==> config.mk <==
export PLATFORM = sky130hd
export DESIGN_NAME = fifo_vertex_reuse_cache_core
export DESIGN_NICKNAME = d
export VERILOG_FILES = /design/src/rtl/vrc_pkg.sv /design/src/rtl/vrc_cell.sv /design/src/rtl/vrc_slot_alloc.sv /design/src/rtl/fifo_vertex_reuse_cache_core.sv
export SDC_FILE = /design/constraint.sdc
export NUM_CORES = 1
export LEC_CHECK = 0
export ABC_CLOCK_PERIOD_IN_PS = 4530
export BUFFER_PORTS_ARGS = -buffer_cell sky130_fd_sc_hd__buf_2
export CAP_MARGIN = 20
export CORE_UTILIZATION = 45
export CTS_CLUSTER_SIZE = 14
export DETAILED_ROUTE_END_ITERATION = 10
export GPL_ROUTABILITY_DRIVEN = 0
export PLACE_DENSITY = 0.72
export SKIP_CTS_REPAIR_TIMING = 1
export SYNTH_ARGS = -nofsm -noshare
export SYNTH_HDL_FRONTEND = slang
export SYNTH_SLANG_ARGS = --single-unit
==> constraint.sdc <==
create_clock -name clk -period 4.53 [get_ports clk]
set_clock_uncertainty 0.15 [all_clocks]
set_input_delay 0.906 -clock clk [delete_from_list [all_inputs] [get_ports clk]]
set_output_delay 0.906 -clock clk [all_outputs]
set_load 0.05 [all_outputs]
==> src/rtl/vrc_pkg.sv <==
package vrc_pkg;

	// Default sizing of the vertex reuse cache
	localparam int VRC_CACHE_ENTRIES  = 12;
	localparam int VRC_VERTEX_ID_BITS = 16;
	localparam int VRC_SLOT_BITS      = 16;

	// Bit positions inside the input tuser word
	localparam int VRC_IN_NEW_TREE  = 0;
	localparam int VRC_IN_NEW_FRAME = 1;

	// Bit positions inside the output tuser word
	localparam int VRC_OUT_HIT  = 0;
	localparam int VRC_OUT_FULL = 1;

endpackage

==> src/rtl/vrc_cell.sv <==
module vrc_cell import vrc_pkg::*; #(
	parameter int VERTEX_ID_BITS = VRC_VERTEX_ID_BITS,
	parameter int SLOT_BITS      = VRC_SLOT_BITS
) (
	input  logic                      clk,
	input  logic                      push,
	input  logic                      entry_valid,
	input  logic [VERTEX_ID_BITS-1:0] lookup_id,
	input  logic [VERTEX_ID_BITS-1:0] tag_in,
	input  logic [SLOT_BITS-1:0]      slot_in,
	input  logic                      hit_in,
	input  logic [SLOT_BITS-1:0]      hit_slot_in,
	output logic [VERTEX_ID_BITS-1:0] tag_out,
	output logic [SLOT_BITS-1:0]      slot_out,
	output logic                      hit_out,
	output logic [SLOT_BITS-1:0]      hit_slot_out
);

	logic [VERTEX_ID_BITS-1:0] tag_q;
	logic [SLOT_BITS-1:0]      slot_q;
	logic                      match;

	// Shift the entry one place toward the older end on a push
	always_ff @(posedge clk) begin
		if (push) begin
			tag_q  <= tag_in;
			slot_q <= slot_in;
		end
	end

	// Compare against the lookup id; a newer match upstream wins
	assign match        = entry_valid && (tag_q == lookup_id);
	assign hit_out      = hit_in || match;
	assign hit_slot_out = hit_in ? hit_slot_in : slot_q;

	assign tag_out  = tag_q;
	assign slot_out = slot_q;

endmodule

==> src/rtl/vrc_slot_alloc.sv <==
module vrc_slot_alloc import vrc_pkg::*; #(
	parameter int SLOT_BITS = VRC_SLOT_BITS
) (
	input  logic                 clk,
	input  logic                 arst_n,
	input  logic                 take,
	input  logic                 push,
	input  logic                 new_frame,
	output logic [SLOT_BITS-1:0] slot,
	output logic                 full
);

	// Largest slot handed out; the all-ones value is reserved
	localparam logic [SLOT_BITS-1:0] SlotLimit = {{(SLOT_BITS-1){1'b1}}, 1'b0};

	logic [SLOT_BITS-1:0] next_slot_q;
	logic [SLOT_BITS-1:0] base;

	// Restart the counter at zero ahead of the lookup on a new frame
	assign base = new_frame ? '0 : next_slot_q;
	assign full = (base >= SlotLimit);
	assign slot = full ? SlotLimit : base;

	// Advance on a push below saturation, otherwise hold the base value
	always_ff @(posedge clk or negedge arst_n) begin
		if (!arst_n) begin
			next_slot_q <= '0;
		end else if (take) begin
			if (push && !full) begin
				next_slot_q <= base + 1'b1;
			end else begin
				next_slot_q <= slot;
			end
		end
	end

endmodule

==> src/rtl/fifo_vertex_reuse_cache_core.sv <==
// Result: each accepted input word gives a result word, registered on m_tdata/m_tuser.
// Throughput: one word per cycle unless m_tready stalls the output; the compare
//   runs along the cells in the accept cycle, and a miss shifts the cache one cell.
// Reset (arst_n low): valid count and slot counter go to zero, output word is dropped.
// Stored ids and slots are not reset; only cells below the valid count take part.
module fifo_vertex_reuse_cache_core import vrc_pkg::*; #(
	parameter int CACHE_ENTRIES  = VRC_CACHE_ENTRIES,
	parameter int VERTEX_ID_BITS = VRC_VERTEX_ID_BITS,
	parameter int SLOT_BITS      = VRC_SLOT_BITS,
	localparam int IN_DATA_W     = ((VERTEX_ID_BITS + 7) / 8) * 8,
	localparam int OUT_DATA_W    = ((SLOT_BITS + 7) / 8) * 8
) (
	input  logic                  clk,
	input  logic                  arst_n,
	input  logic                  s_tvalid,
	output logic                  s_tready,
	input  logic [IN_DATA_W-1:0]  s_tdata,  // vertex_id
	input  logic [1:0]            s_tuser,  // new_tree, new_frame
	output logic                  m_tvalid,
	input  logic                  m_tready,
	output logic [OUT_DATA_W-1:0] m_tdata,  // buffer_index
	output logic [1:0]            m_tuser   // hit, full_res
);

	localparam int CNT_W = $clog2(CACHE_ENTRIES + 1);
	localparam logic [CNT_W-1:0] Entries = CNT_W'(CACHE_ENTRIES);

	logic                      take;
	logic [VERTEX_ID_BITS-1:0] lookup_id;
	logic                      new_tree;
	logic                      new_frame;
	logic [CNT_W-1:0]          count_q;
	logic [CNT_W-1:0]          count_base;
	logic                      push;
	logic [SLOT_BITS-1:0]      new_slot;
	logic                      slot_full;
	logic                      out_valid_q;

	logic [VERTEX_ID_BITS-1:0] tag_chain [CACHE_ENTRIES+1];
	logic [SLOT_BITS-1:0]      slot_chain [CACHE_ENTRIES+1];
	logic                      hit_chain [CACHE_ENTRIES+1];
	logic [SLOT_BITS-1:0]      hslot_chain [CACHE_ENTRIES+1];

	// Accept while the output register is empty or being drained
	assign s_tready  = !out_valid_q || m_tready;
	assign take      = s_tvalid && s_tready;
	assign lookup_id = s_tdata[VERTEX_ID_BITS-1:0];
	assign new_tree  = s_tuser[VRC_IN_NEW_TREE];
	assign new_frame = s_tuser[VRC_IN_NEW_FRAME];

	// Empty the cache ahead of the lookup on a new tree
	assign count_base = new_tree ? '0 : count_q;

	// Head of the chain: newest entry enters cell zero
	assign tag_chain[0]   = lookup_id;
	assign slot_chain[0]  = new_slot;
	assign hit_chain[0]   = 1'b0;
	assign hslot_chain[0] = '0;

	for (genvar k = 0; k < CACHE_ENTRIES; k++) begin : g_cell
		vrc_cell #(
			.VERTEX_ID_BITS(VERTEX_ID_BITS),
			.SLOT_BITS     (SLOT_BITS)
		) u_cell (
			.clk         (clk),
			.push        (push),
			.entry_valid (CNT_W'(k) < count_base),
			.lookup_id   (lookup_id),
			.tag_in      (tag_chain[k]),
			.slot_in     (slot_chain[k]),
			.hit_in      (hit_chain[k]),
			.hit_slot_in (hslot_chain[k]),
			.tag_out     (tag_chain[k+1]),
			.slot_out    (slot_chain[k+1]),
			.hit_out     (hit_chain[k+1]),
			.hit_slot_out(hslot_chain[k+1])
		);
	end

	// Push the word into the cache on a miss
	assign push = take && !hit_chain[CACHE_ENTRIES];

	vrc_slot_alloc #(
		.SLOT_BITS(SLOT_BITS)
	) u_alloc (
		.clk      (clk),
		.arst_n   (arst_n),
		.take     (take),
		.push     (push),
		.new_frame(new_frame),
		.slot     (new_slot),
		.full     (slot_full)
	);

	// Track the number of valid cells, saturating at the cache size and restarting on a new tree
	always_ff @(posedge clk or negedge arst_n) begin
		if (!arst_n) begin
			count_q <= '0;
		end else if (take) begin
			if (push && (count_base < Entries)) begin
				count_q <= count_base + 1'b1;
			end else begin
				count_q <= count_base;
			end
		end
	end

	// Output valid flag
	always_ff @(posedge clk or negedge arst_n) begin
		if (!arst_n) begin
			out_valid_q <= 1'b0;
		end else if (take) begin
			out_valid_q <= 1'b1;
		end else if (m_tready) begin
			out_valid_q <= 1'b0;
		end
	end

	// Output payload, loaded with each accepted word
	always_ff @(posedge clk) begin
		if (take) begin
			if (hit_chain[CACHE_ENTRIES]) begin
				m_tdata              <= OUT_DATA_W'(hslot_chain[CACHE_ENTRIES]);
				m_tuser[VRC_OUT_HIT]  <= 1'b1;
				m_tuser[VRC_OUT_FULL] <= 1'b0;
			end else begin
				m_tdata              <= OUT_DATA_W'(new_slot);
				m_tuser[VRC_OUT_HIT]  <= 1'b0;
				m_tuser[VRC_OUT_FULL] <= slot_full;
			end
		end
	end

	assign m_tvalid = out_valid_q;

endmodule

-- Yosys cells after proc, flatten, opt, wreduce, memory -nomap -nowiden
Index checks and enable logic that the tools add are counted.
- bits in registers: 423
- latch bits: 0
- RAM bits: 0
- bits in read-only memories: 0
- input bits: 22
- output and inout bits: 20
- word-level logic and storage cells: 110
- memories kept: 0
- $add $sub $neg: 2
- $mul: 0
- div/mod/pow operators: 0
- magnitude comparators: 14
- equal/unequal tests: 12
- shifts and indexed selects: 0
- muxes and demuxes: 20
- bitwise gates (word level): 0
- reductions and logical operators: 32
- operators by type and width (operator ; number):
    16-bit 2-to-1 mux ; 15
    16-bit == test ; 12
    16-bit by 1-bit adder with 16-bit output (second input constant) ; 1
    16-bit >= comparator (second input constant) ; 1
    1-bit logical AND ; 16
    3-bit by 4-bit < comparator with 1-bit output (first input constant) ; 4
    4-bit < comparator (first input constant) ; 4
    1-bit logical OR ; 12
    1-bit by 4-bit < comparator with 1-bit output (first input constant) ; 2
    2-bit by 4-bit < comparator with 1-bit output (first input constant) ; 2
    4-bit 2-to-1 mux ; 2
    4-bit by 1-bit adder with 4-bit output (second input constant) ; 1
    4-bit < comparator (second input constant) ; 1
    1-bit zero test ; 3
    1-bit 2-to-1 mux ; 3
    2-bit nonzero test ; 1

-- Longest topological paths before layout
Gate-level depths: netlist of run 1.
- depth after elaboration: 18
- mapped depth: 16
- gate-level depth less buffers: 13

-- Hierarchy
A second synthesis of run 1 with hierarchy kept.
- cells, all modules: 1107
- area total of the unflattened synthesis: 18445.2 um^2
- modules (own cells, without submodules) (module ; instances ; cells each ; area each (um^2) ; seq. area each (um^2)):
    vrc_cell ; 12 ; 72 ; 1342.5 ; 960.9
    vrc_slot_alloc ; 1 ; 149 ; 1176.1 ; 400.4
    fifo_vertex_reuse_cache_core ; 1 ; 94 ; 1158.6 ; 665.6

-- Least setup slack after synthesis of run 1
No wires, ideal clock.
- kind: input -> register
- start: in s_tuser[0]
- end: reg count_q[0]
- setup time: 0.085 ns
- arrival time: 5.203 ns
- required time: 4.295 ns
- path slack: -0.908 ns
- stages: 15
- buffers on the path: 2
- path through: clkbuf_1 -> nand2b_1 -> inv_1 -> ha_1 -> a21oi_1 -> nor4_1 -> nand3_1 -> nor2_1 -> or3_1 -> nor3_4 -> nand2_4 -> inv_2 -> buf_6 -> o21ai_0 -> o21ai_1
- longest elaborated chain between the ends: 18
- elaborated cells between the ends (all ways): 42
- those cells by class: add/sub (1); order compare (13); mux (2); reduce/logical (26)
- RTL lines (what ; line ; source):
    from (decl) ; fifo_vertex_reuse_cache_core.sv:18 ; input logic [1:0] s_tuser,
    4-bit 2-to-1 mux * ; fifo_vertex_reuse_cache_core.sv:52 ; assign count_base = new_tree ? '0 : count_q;
    1-bit by 4-bit < comparator with 1-bit output ; fifo_vertex_reuse_cache_core.sv:67 ; .entry_valid (CNT_W'(k) < count_base),
    1-bit logical AND ; vrc_cell.sv:32 ; assign match = entry_valid && (tag_q == lookup_id);
    1-bit logical OR (11 in series) ; vrc_cell.sv:33 ; assign hit_out = hit_in || match;
    1-bit zero test ; fifo_vertex_reuse_cache_core.sv:81 ; assign push = take && !hit_chain[CACHE_ENTRIES];
    1-bit logical AND ; fifo_vertex_reuse_cache_core.sv:81 ;
    1-bit logical AND ; fifo_vertex_reuse_cache_core.sv:100 ; if (push && (count_base < Entries)) begin
    4-bit 2-to-1 mux * ; fifo_vertex_reuse_cache_core.sv:100 ;
    to (signal assigned) ; fifo_vertex_reuse_cache_core.sv:101 ; count_q <= count_base + 1'b1;
    to (signal assigned) ; fifo_vertex_reuse_cache_core.sv:103 ; count_q <= count_base;
    to (decl) ; fifo_vertex_reuse_cache_core.sv:32 ; logic [CNT_W-1:0] count_q;
Mark *: on every way between the ends. The rest lies on a longest branch, timed or not.
A chain may end at the register's enable or synchronous reset.

-- Worst setup path in the final report of run 1
- start: reg count_q[1]
- end: reg m_tdata[15] (data pin)
- longest elaborated chain between the ends: 15
- elaborated cells between the ends (all ways): 48
- those cells by class: order compare (12); mux (13); reduce/logical (23)
- RTL lines (what ; line ; source):
    4-bit 2-to-1 mux * ; fifo_vertex_reuse_cache_core.sv:52 ;
    1-bit by 4-bit < comparator with 1-bit output ; fifo_vertex_reuse_cache_core.sv:67 ;
    1-bit logical AND ; vrc_cell.sv:32 ;
    16-bit 2-to-1 mux / 1-bit logical OR (equally long branches) (11 in series) ; vrc_cell.sv:34, vrc_cell.sv:33 ;
    16-bit 2-to-1 mux * ; fifo_vertex_reuse_cache_core.sv:122 ; if (hit_chain[CACHE_ENTRIES]) begin
    to (signal assigned) ; fifo_vertex_reuse_cache_core.sv:123 ; m_tdata <= OUT_DATA_W'(hslot_chain[CACHE_ENTRIES]);
    to (signal assigned) ; fifo_vertex_reuse_cache_core.sv:127 ; m_tdata <= OUT_DATA_W'(new_slot);
    to (decl) ; fifo_vertex_reuse_cache_core.sv:21 ; output logic [OUT_DATA_W-1:0] m_tdata,
Marked as above.

==> impl_metrics.tcl, run 1 <==
set metrics [dict create \
    status "finished, final reports clean" \
    clockBufferDepth 3 \
    final_cell_count_no_fill 1924 \
    end_kind "flip-flop" \
    tns_ps 0 \
    startpoint_type "flip-flop" \
    multiInputGateArea_sq_um 5164 \
    chipHeight_um 203.0 \
    htreeDepth 2 \
    critPathMaxFanout 20 \
    first_global_vias 10925 \
    post_drt_via_cell_ratio 5.692 \
    initial_core_util 0.4565 \
    cts_buffers 40 \
    syn_area_sq_um 18180 \
    core_area_sq_um 39820 \
    vias 10952 \
    grt_pass1_wl_um 62110 \
    io_buffers 41 \
    hold_class "in2async" \
    synth-edff-count 402 \
    drc 0 \
    overflow 0 \
    clk_latency_ps 550 \
    antenna_found_initial 1 \
    power_density_nw_per_um2 420.5 \
    nets 1394 \
    cp_data_arrival_time_ps 3960 \
    layout_common_cells "402 x edfxtp_1, 150 x xor2_1, 81 x nor2_1, 56 x nand2_1, 54 x nand3_1" \
    die_area_sq_um 41200 \
    drt_iter0_markers 894 \
    fmax_mhz 267.3 \
    die_w_um 203.0 \
    regArea_sq_um 12600 \
    syn_nets 1314 \
    finalMaxSlewViolations 0 \
    startpoint "count_q[1]$_DFFE_PN0P_" \
    cts.clk_slew.worst_paths_ps 60 \
    maxCapViolations 0 \
    io_pins 42 \
    fillers 3266 \
    area_delta_synth_final_pct 12.96 \
    drt_pass1_iterations 6 \
    place_hpwl_um 28380 \
    drt-total-wl_um 39610 \
    leakagePower_nw 7.004 \
    ys_ff_latch 423 \
    period_needed_ps 3741 \
    setup_violations 0 \
    hold_violations 0 \
    mostFrequentLayoutCell "edfxtp_1" \
    row_count 73 \
    cts_sinks 423 \
    required_ps 4750 \
    tightest_slew_ps 960.2 \
    syn_area_per_cell_sq_um 14.11 \
    rsz0062_at_grt "no" \
    cts_tree "built" \
    wl_per_cell_um 20.59 \
    synthArstFlopShare 0.04965 \
    groute.usage.overall 0.1959 \
    syn_inst 1288 \
    rr_startpoint "count_q[1]$_DFFE_PN0P_" \
    max_slew_margin 0.3540 \
    final_antenna_net_count 0 \
    yosysWarnings 0 \
    fin_crit_sh 0.8259 \
    placed_cells 1851 \
    vdd_drop_max_mv 0.3219 \
    critPathKind "reg2reg" \
    cts_root_buf "clkbuf_16" \
    ys_seq_area_frac 0.6930 \
    synthFlopType "edfxtp_1" \
    grt_max_degree 59 \
    yosysUniqueCellTypes 68 \
    drive_gt1_frac 0.1152 \
]
[cell type report]
type / instances / share of cell area
clock buffer: 51 / 0.05125
clock inverter: 21 / 0.01152
multi-input combinational: 775 / 0.2515
sequential: 423 / 0.6135
inverter: 31 / 0.006033
tap: 525 / 0.03199
timing repair buffer: 97 / 0.03412
antenna: 1 / 0.0001219
[Yosys cell counts, types with 4 or more instances]
master | n | area share
edfxtp_1 | 402 | 0.66
xor2_1 | 150 | 0.072
nor2_1 | 81 | 0.017
nand2_1 | 56 | 0.012
nand3_1 | 54 | 0.015
o21ai_0 | 48 | 0.013
nor4_1 | 45 | 0.015
xnor2_1 | 44 | 0.021
nor3_1 | 42 | 0.012
clkbuf_1 | 32 | 0.0066
inv_1 | 27 | 0.0056
dfrtp_1 | 21 | 0.029
a21oi_1 | 19 | 0.0052
nand2b_1 | 18 | 0.0062
buf_4 | 17 | 0.0070
a31oi_1 | 16 | 0.0055
nand4_1 | 16 | 0.0055
nor2b_1 | 15 | 0.0052
mux2i_1 | 14 | 0.0077
o211ai_1 | 13 | 0.0054
o31ai_1 | 13 | 0.0054
or3_1 | 13 | 0.0045
a311o_1 | 11 | 0.0061
o2111ai_1 | 11 | 0.0053
and2_1 | 8 | 0.0028
nor3b_1 | 7 | 0.0029
or4_1 | 7 | 0.0029
a221o_1 | 6 | 0.0033
buf_2 | 5 | 0.0014
a2111oi_0 | 4 | 0.0019
a211oi_1 | 4 | 0.0017
and3_1 | 4 | 0.0014
ha_1 | 4 | 0.0028
o22ai_1 | 4 | 0.0014
o311ai_0 | 4 | 0.0019
[layer usage]
layer  GRT usage  wire, um
met3     0.02889      2660
met1      0.2602     16400
met5           0         0
met2      0.3311     19550
met4     0.06310      1000
[power breakdown]
group          switching (mW)  total (mW)  internal (mW)
logic                   0.389       0.576          0.187
registers               0.146        4.70           4.55
clock network            1.43        3.36           1.93
[worst max-delay path: stages (launching register included)]
cell,delay (ps)
dfrtp_1,470
nor2b_1,270
inv_1,110
ha_1,220
nand2b_1,140
a2111oi_0,460
nand3_1,250
or2_1,400
and4b_1,360
nand2_1,210
buf_4,260
o2111ai_1,150
o31ai_1,100
[worst paths after layout]
| kind | endpoint | cells after the start | slack, ps |
|---|---|---|---|
| worst min register to register | g_cell[3].u_cell.slot_out[13]$_DFFE_PN_ | 0 | 280 |
| worst min-delay path | count_q[0]$_DFFE_PN0P_ | 1 | 180 |
| max in group asynchronous | count_q[3]$_DFFE_PN0P_ | 1 | 3690 |
| min in group clk | g_cell[3].u_cell.slot_out[13]$_DFFE_PN_ | 0 | 280 |
| worst max register to register | m_tdata[15]$_DFFE_PP_ | 12 | 790 |
| worst max-delay path | m_tdata[15]$_DFFE_PP_ | 12 | 790 |
[metrics by stage]
stage	utilization	total power [mW]	instance area (sq um)	setup WS, ps	hold slack [ps]
2_1_floorplan	-	5.134	18190	25.22	266.8
4_1_cts	0.5156	8.673	20530	832.9	177.0
5_1_grt	0.5156	8.876	20530	476.2	201.9
6_report	0.5156	8.634	20530	788.5	180.5
3_3_place_gp	0.4832	5.335	19240	442.2	272.1
3_5_place_dp	0.4832	5.357	19240	323.8	277.9
[state kept, by name (all words and copies together), names as in the netlist]
register and cells:
count_q 4, g_cell.u_cell.slot_out 192, g_cell.u_cell.tag_out 192, m_tdata 16, m_tuser 2, m_tvalid 1
u_alloc.next_slot_q 16
[cell families after synthesis]
logic type      count (synthesis)  share of synthesized area
buf+inv                        90                    0.02327
xor+xnor                      194                    0.09347
mux                            15                   0.008328
simple gates                  387                     0.1128
flops                         423                     0.6930
fa+ha+maj                       4                   0.002753
compound gates                175                    0.06635
Power figures use the tool's default switching activity.
==> inputs of run 2 (changes only) <==
--- a/config.mk
+++ b/config.mk
@@ -5,14 +5,14 @@
 export SDC_FILE = /design/constraint.sdc
 export NUM_CORES = 1
 export LEC_CHECK = 0
-export ABC_CLOCK_PERIOD_IN_PS = 4530
+export ABC_CLOCK_PERIOD_IN_PS = 3700
 export BUFFER_PORTS_ARGS = -buffer_cell sky130_fd_sc_hd__buf_2
 export CAP_MARGIN = 20
 export CORE_UTILIZATION = 45
 export CTS_CLUSTER_SIZE = 14
 export DETAILED_ROUTE_END_ITERATION = 10
 export GPL_ROUTABILITY_DRIVEN = 0
-export PLACE_DENSITY = 0.72
+export PLACE_DENSITY = 0.7
 export SKIP_CTS_REPAIR_TIMING = 1
 export SYNTH_ARGS = -nofsm -noshare
 export SYNTH_HDL_FRONTEND = slang
==> constraint.sdc (replaced) <==
create_clock -name clk -period 3.7 [get_ports clk]
set_clock_uncertainty 0.15 [all_clocks]
set_input_delay 0.74 -clock clk [delete_from_list [all_inputs] [get_ports clk]]
set_output_delay 0.74 -clock clk [all_outputs]
set_load 0.05 [all_outputs]
==> run 2 against run 1 <==
Against the previous run: final cell count increased by 4.1%; sequential share of layout area is 2.3 points lower; register-to-register slack worse by 600 ps; global-route usage up 1.3 points; first-iteration DRC count rose by 19%; core utilization increased by 2.0 points.
==> impl_metrics.tcl, run 2 (same netlist as run 1, synthesis figures left out) <==
set metrics [dict create \
    chipHeight_um 203.0 \
    vdd_drop_max_mv 0.4766 \
    leakagePower_nw 7.456 \
    met2_length_um 20420 \
    clk_latency_ps 550 \
    first_global_vias 11234 \
    rr_startpoint "g_cell[11].u_cell.tag_out[5]$_DFFE_PN_" \
    internal-power_mw 8.123 \
    sw_frac_of_total 0.2316 \
    highest_layer "met4" \
    power_density_nw_per_um2 495.5 \
    status "finished, final reports clean" \
    post_drt_via_cell_ratio 5.600 \
    finalMaxSlewViolations 0 \
    regToRegEndpoint "m_tdata[4]$_DFFE_PP_" \
    area_delta_synth_final_pct 17.37 \
    nets 1474 \
    wl_met1_um 17880 \
    required_ps 3820 \
    max_slew_margin 0.3855 \
    initial_core_util 0.4565 \
    hold_class "in2async" \
    regArea_sq_um 12600 \
    maxCapViolations 0 \
    r2r_cells 9 \
    grt_max_degree 46 \
    cts_buffers 41 \
    multiInputGateArea_sq_um 5246 \
    critPathMaxFanout 21 \
    setup_slack_ps 123.4 \
    htreeDepth 2 \
    core_area_sq_um 39820 \
    r2r_slack_ps 190 \
    post-route-util 0.5357 \
    switching_power_mw 2.448 \
    clock_power_share 0.379 \
    grt_pass1_wl_um 65900 \
    cts_sinks 423 \
    fin_crit_sh 0.9666 \
    clockBufferDepth 3 \
    drc 0 \
    drive_gt1_frac 0.1759 \
    met3_length_um 2689 \
    cp_data_arrival_time_ps 3700 \
    wl_per_cell_um 21.12 \
    io_buffers 41 \
    sequentialPowerShare 0.544 \
    n_antenna_cell 0 \
    cts.clk_slew.worst_paths_ps 70 \
    pre_cts_slack_ps -389.9 \
    p_comb_frac 0.077 \
    row_count 73 \
    drt_iter0_markers 1065 \
    drt-total-wl_um 42300 \
    tightest_slew_ps 913.4 \
    startpoint_type "primary input" \
    rsz0062_at_grt "no" \
    die_area_sq_um 41200 \
    period_needed_ps 3577 \
    final_antenna_net_count 0 \
    overflow 0 \
    fillers 3258 \
    groute.usage.overall 0.2086 \
    hold_violations 0 \
    vias 11217 \
    end_kind "flip-flop" \
    place_hpwl_um 30910 \
    setup_violations 0 \
    drt_pass1_iterations 5 \
    critPathKind "in2reg" \
    fmax_mhz 279.6 \
    cts_tree "built" \
    die_w_um 203.0 \
    antenna_found_initial 0 \
    mostFrequentLayoutCell "edfxtp_1" \
    cts_root_buf "clkbuf_16" \
    layout_common_cells "402 x edfxtp_1, 150 x xor2_1, 117 x buf_4, 80 x nor2_1, 56 x nand2_1" \
    io_pins 42 \
]
run 2: cell types whose count changed in the layout (fill, tap and decap cells not counted), moves of 3 or more:
cell       previous run  this run
buf_4                50       117
clkinv_1             13         8
buf_12                6        17
bufinv_16             5         2
clkinv_2              1         7
run 2: per-layer routing:
layer	track usage	vias up
li1	-	5201
met1	0.2839	5536
met2	0.3422	394
met3	0.02937	86
met4	0.07465	0
met5	0	-
run 2: power by group through the flow:
stage	sequential (mW)	clock (mW)	combinational, mW
2_1_floorplan	5.83	0	0.471
3_3_place_gp	5.84	0	0.801
3_5_place_dp	5.85	0	0.814
4_1_cts	5.75	4.08	0.819
5_1_grt	5.78	4.23	0.879
6_report	5.75	4.00	0.817
run 2: layout make-up:
| cell class | instances | share of cell area |
|---|---|---|
| flip-flops and latches | 423 | 0.5905 |
| repair buffers | 176 | 0.06698 |
| multi-input cells | 775 | 0.2459 |
| well taps | 525 | 0.03079 |
| clock inverters | 19 | 0.007859 |
| clock buffers | 54 | 0.05179 |
| inverters | 31 | 0.006217 |
run 2: worst max path at each step:
| stage | from | to | cells after the start |
|---|---|---|---|
| 2_1_floorplan | s_tuser[0] | g_cell[0].u_cell.slot_out[0]$_DFFE_PN_ | 13 |
| 3_3_place_gp | s_tdata[10] | m_tdata[14]$_DFFE_PP_ | 10 |
| 3_5_place_dp | s_tdata[10] | m_tdata[14]$_DFFE_PP_ | 10 |
| 4_1_cts | g_cell[11].u_cell.tag_out[5]$_DFFE_PN_ | m_tdata[12]$_DFFE_PP_ | 9 |
| 5_1_grt | count_q[1]$_DFFE_PN0P_ | u_alloc.next_slot_q[12]$_DFFE_PN0P_ | 12 |
| 6_report | s_tdata[10] | m_tdata[14]$_DFFE_PP_ | 10 |
run 2: through the flow:
step | cell area (sq um) | setup TNS (ps) | instances | total power [mW] | hold WS, ps
4_1_cts | 21330 | 0 | 2003 | 10.64 | 22.40
2_1_floorplan | 18310 | -110960 | 1288 | 6.302 | 266.8
5_1_grt | 21330 | 0 | 2003 | 10.89 | 48.34
3_3_place_gp | 20050 | -90230 | 1929 | 6.637 | 270.3
6_report | 21330 | 0 | 2003 | 10.57 | 32.05
3_5_place_dp | 20050 | -62600 | 1930 | 6.662 | 275.3
run 2: critical path, stage by stage:
cell and delay (ps):
buf_2 140, buf_12 150, xor2_1 160, nor4_1 520, o2111ai_1 330, or3_1 620
buf_4 290, o211ai_1 200, a31oi_1 140, or3_1 390
==> inputs of run 3 (changes only) <==
--- a/config.mk
+++ b/config.mk
@@ -13,6 +13,7 @@
 export DETAILED_ROUTE_END_ITERATION = 10
 export GPL_ROUTABILITY_DRIVEN = 0
 export PLACE_DENSITY = 0.7
+export RECOVER_POWER = 25
 export SKIP_CTS_REPAIR_TIMING = 1
 export SYNTH_ARGS = -nofsm -noshare
 export SYNTH_HDL_FRONTEND = slang
==> run 3 against run 2 <==
Against the previous run: sequential share of layout area hardly changed; core utilization hardly changed; die area stayed put; setup slack better by 2.2 ps; design area hardly changed; fmax hardly changed; largest cell class unchanged.
==> impl_metrics.tcl, run 3 (same netlist as run 1, synthesis figures left out) <==
set metrics [dict create \
    fillers 3262 \
    io_pins 42 \
    required_ps 3820 \
    period_needed_ps 3574 \
    nets 1474 \
    min_from "s_tvalid" \
    final_cell_count_no_fill 2003 \
    regArea_sq_um 12600 \
    finalMaxSlewViolations 0 \
    io_buffers 41 \
    critPathKind "in2reg" \
    post-route-util 0.5356 \
    hold_class "in2reg" \
    wl_per_cell_um 21.13 \
    first_global_vias 11234 \
    placed_cells 1930 \
    cts_tree "built" \
    hold_ws_ps 255.6 \
    groute.usage.overall 0.2086 \
    leakagePower_nw 7.442 \
    htreeDepth 2 \
    startpoint_type "primary input" \
    cts.clk_slew.worst_paths_ps 70 \
    maxCapViolations 0 \
    die_w_um 203.0 \
    drt-total-wl_um 42330 \
    fin_crit_sh 0.9660 \
    tightest_slew_ps 1323 \
    drt_iter0_markers 1059 \
    drt_pass1_iterations 5 \
    drc 0 \
    vias 11213 \
    regToRegEndpoint "m_tdata[4]$_DFFE_PP_" \
    end_kind "flip-flop" \
    rsz0062_at_grt "no" \
    fmax_mhz 279.8 \
    clockBufferDepth 3 \
    die_area_sq_um 41200 \
    overflow 0 \
    initial_core_util 0.4565 \
    clk_latency_ps 550 \
    cts_root_buf "clkbuf_16" \
    max_slew_margin 0.1183 \
    cts_buffers 41 \
    min_path_cells 2 \
    core_area_sq_um 39820 \
    status "finished, final reports clean" \
    hold_violations 0 \
    n_antenna_cell 0 \
    r2r_cells 9 \
    power_density_nw_per_um2 495.6 \
    cts_sinks 423 \
    multiInputGateArea_sq_um 5246 \
    whs_endpoint "m_tvalid$_DFFE_PN0P_" \
    final_antenna_net_count 0 \
    drive_gt1_frac 0.1725 \
    layout_common_cells "402 x edfxtp_1, 150 x xor2_1, 117 x buf_4, 80 x nor2_1, 56 x nand2_1" \
    r2r_slack_ps 190 \
    chipHeight_um 203.0 \
    post_drt_via_cell_ratio 5.598 \
    area_delta_synth_final_pct 17.33 \
    cp_data_arrival_time_ps 3700 \
    rr_startpoint "g_cell[11].u_cell.tag_out[5]$_DFFE_PN_" \
    grt_max_degree 46 \
    p_total_mw 10.57 \
    row_count 73 \
    grt_pass1_wl_um 65900 \
    mostFrequentLayoutCell "edfxtp_1" \
    vdd_drop_max_mv 0.4757 \
    setup_violations 0 \
    critPathMaxFanout 21 \
    antenna_found_initial 0 \
    place_hpwl_um 30910 \
]
run 3: cell types whose count changed in the layout (fill, tap and decap cells not counted):
cell / change
buf_2: -5
clkbuf_1: +5
run 3: routing by layer:
layer	part of all wire	up-vias	global-route usage
li1	-	5202	-
met4	0.032	0	0.07465
met3	0.060	87	0.02937
met5	0	-	0
met1	0.43	5545	0.2839
met2	0.48	379	0.3422
run 3: how the worst max path moves through the flow:
stage | start | endpoint | slack, ps
after floorplan | s_tuser[0] | g_cell[0].u_cell.slot_out[0]$_DFFE_PN_ | -280
after global placement | s_tdata[10] | m_tdata[14]$_DFFE_PP_ | -480
after detailed placement | s_tdata[10] | m_tdata[14]$_DFFE_PP_ | -390
after CTS | g_cell[11].u_cell.tag_out[5]$_DFFE_PN_ | m_tdata[12]$_DFFE_PP_ | 110
after global routing | s_tdata[15] | u_alloc.next_slot_q[12]$_DFFE_PN0P_ | 20
final | s_tdata[10] | m_tdata[14]$_DFFE_PP_ | 130
run 3: worst max-delay path, stage by stage:
cell and delay, ps:
buf_2 140, buf_12 150, xor2_1 160, nor4_1 520, o2111ai_1 330, or3_1 620
buf_4 290, o211ai_1 200, a31oi_1 140, or3_1 390
run 3: cell type report:
type                    count  area share
flip-flops and latches    423      0.5906
multi-input cells         775      0.2460
repair buffers            176     0.06670
clock buffers              54     0.05180
well taps                 525     0.03080
clock inverters            19    0.007861
inverters                  31    0.006218
run 3: where the power goes:
group | internal (mW) | switching (mW) | leakage [nW]
combinational | 0.294 | 0.522 | 2.69
sequential | 5.58 | 0.175 | 4.12
clock | 2.25 | 1.75 | 0.626
total | 8.12 | 2.45 | 7.44
run 3: metrics by stage:
step | instance area [sq um] | setup TNS [ps] | setup slack, ps
after floorplan | 18310 | -110960 | -283.8
after global placement | 20050 | -90230 | -478.8
after detailed placement | 20050 | -62600 | -389.9
after CTS | 21330 | 0 | 112.5
after global routing | 21330 | 0 | 17.69
final | 21330 | 0 | 125.6
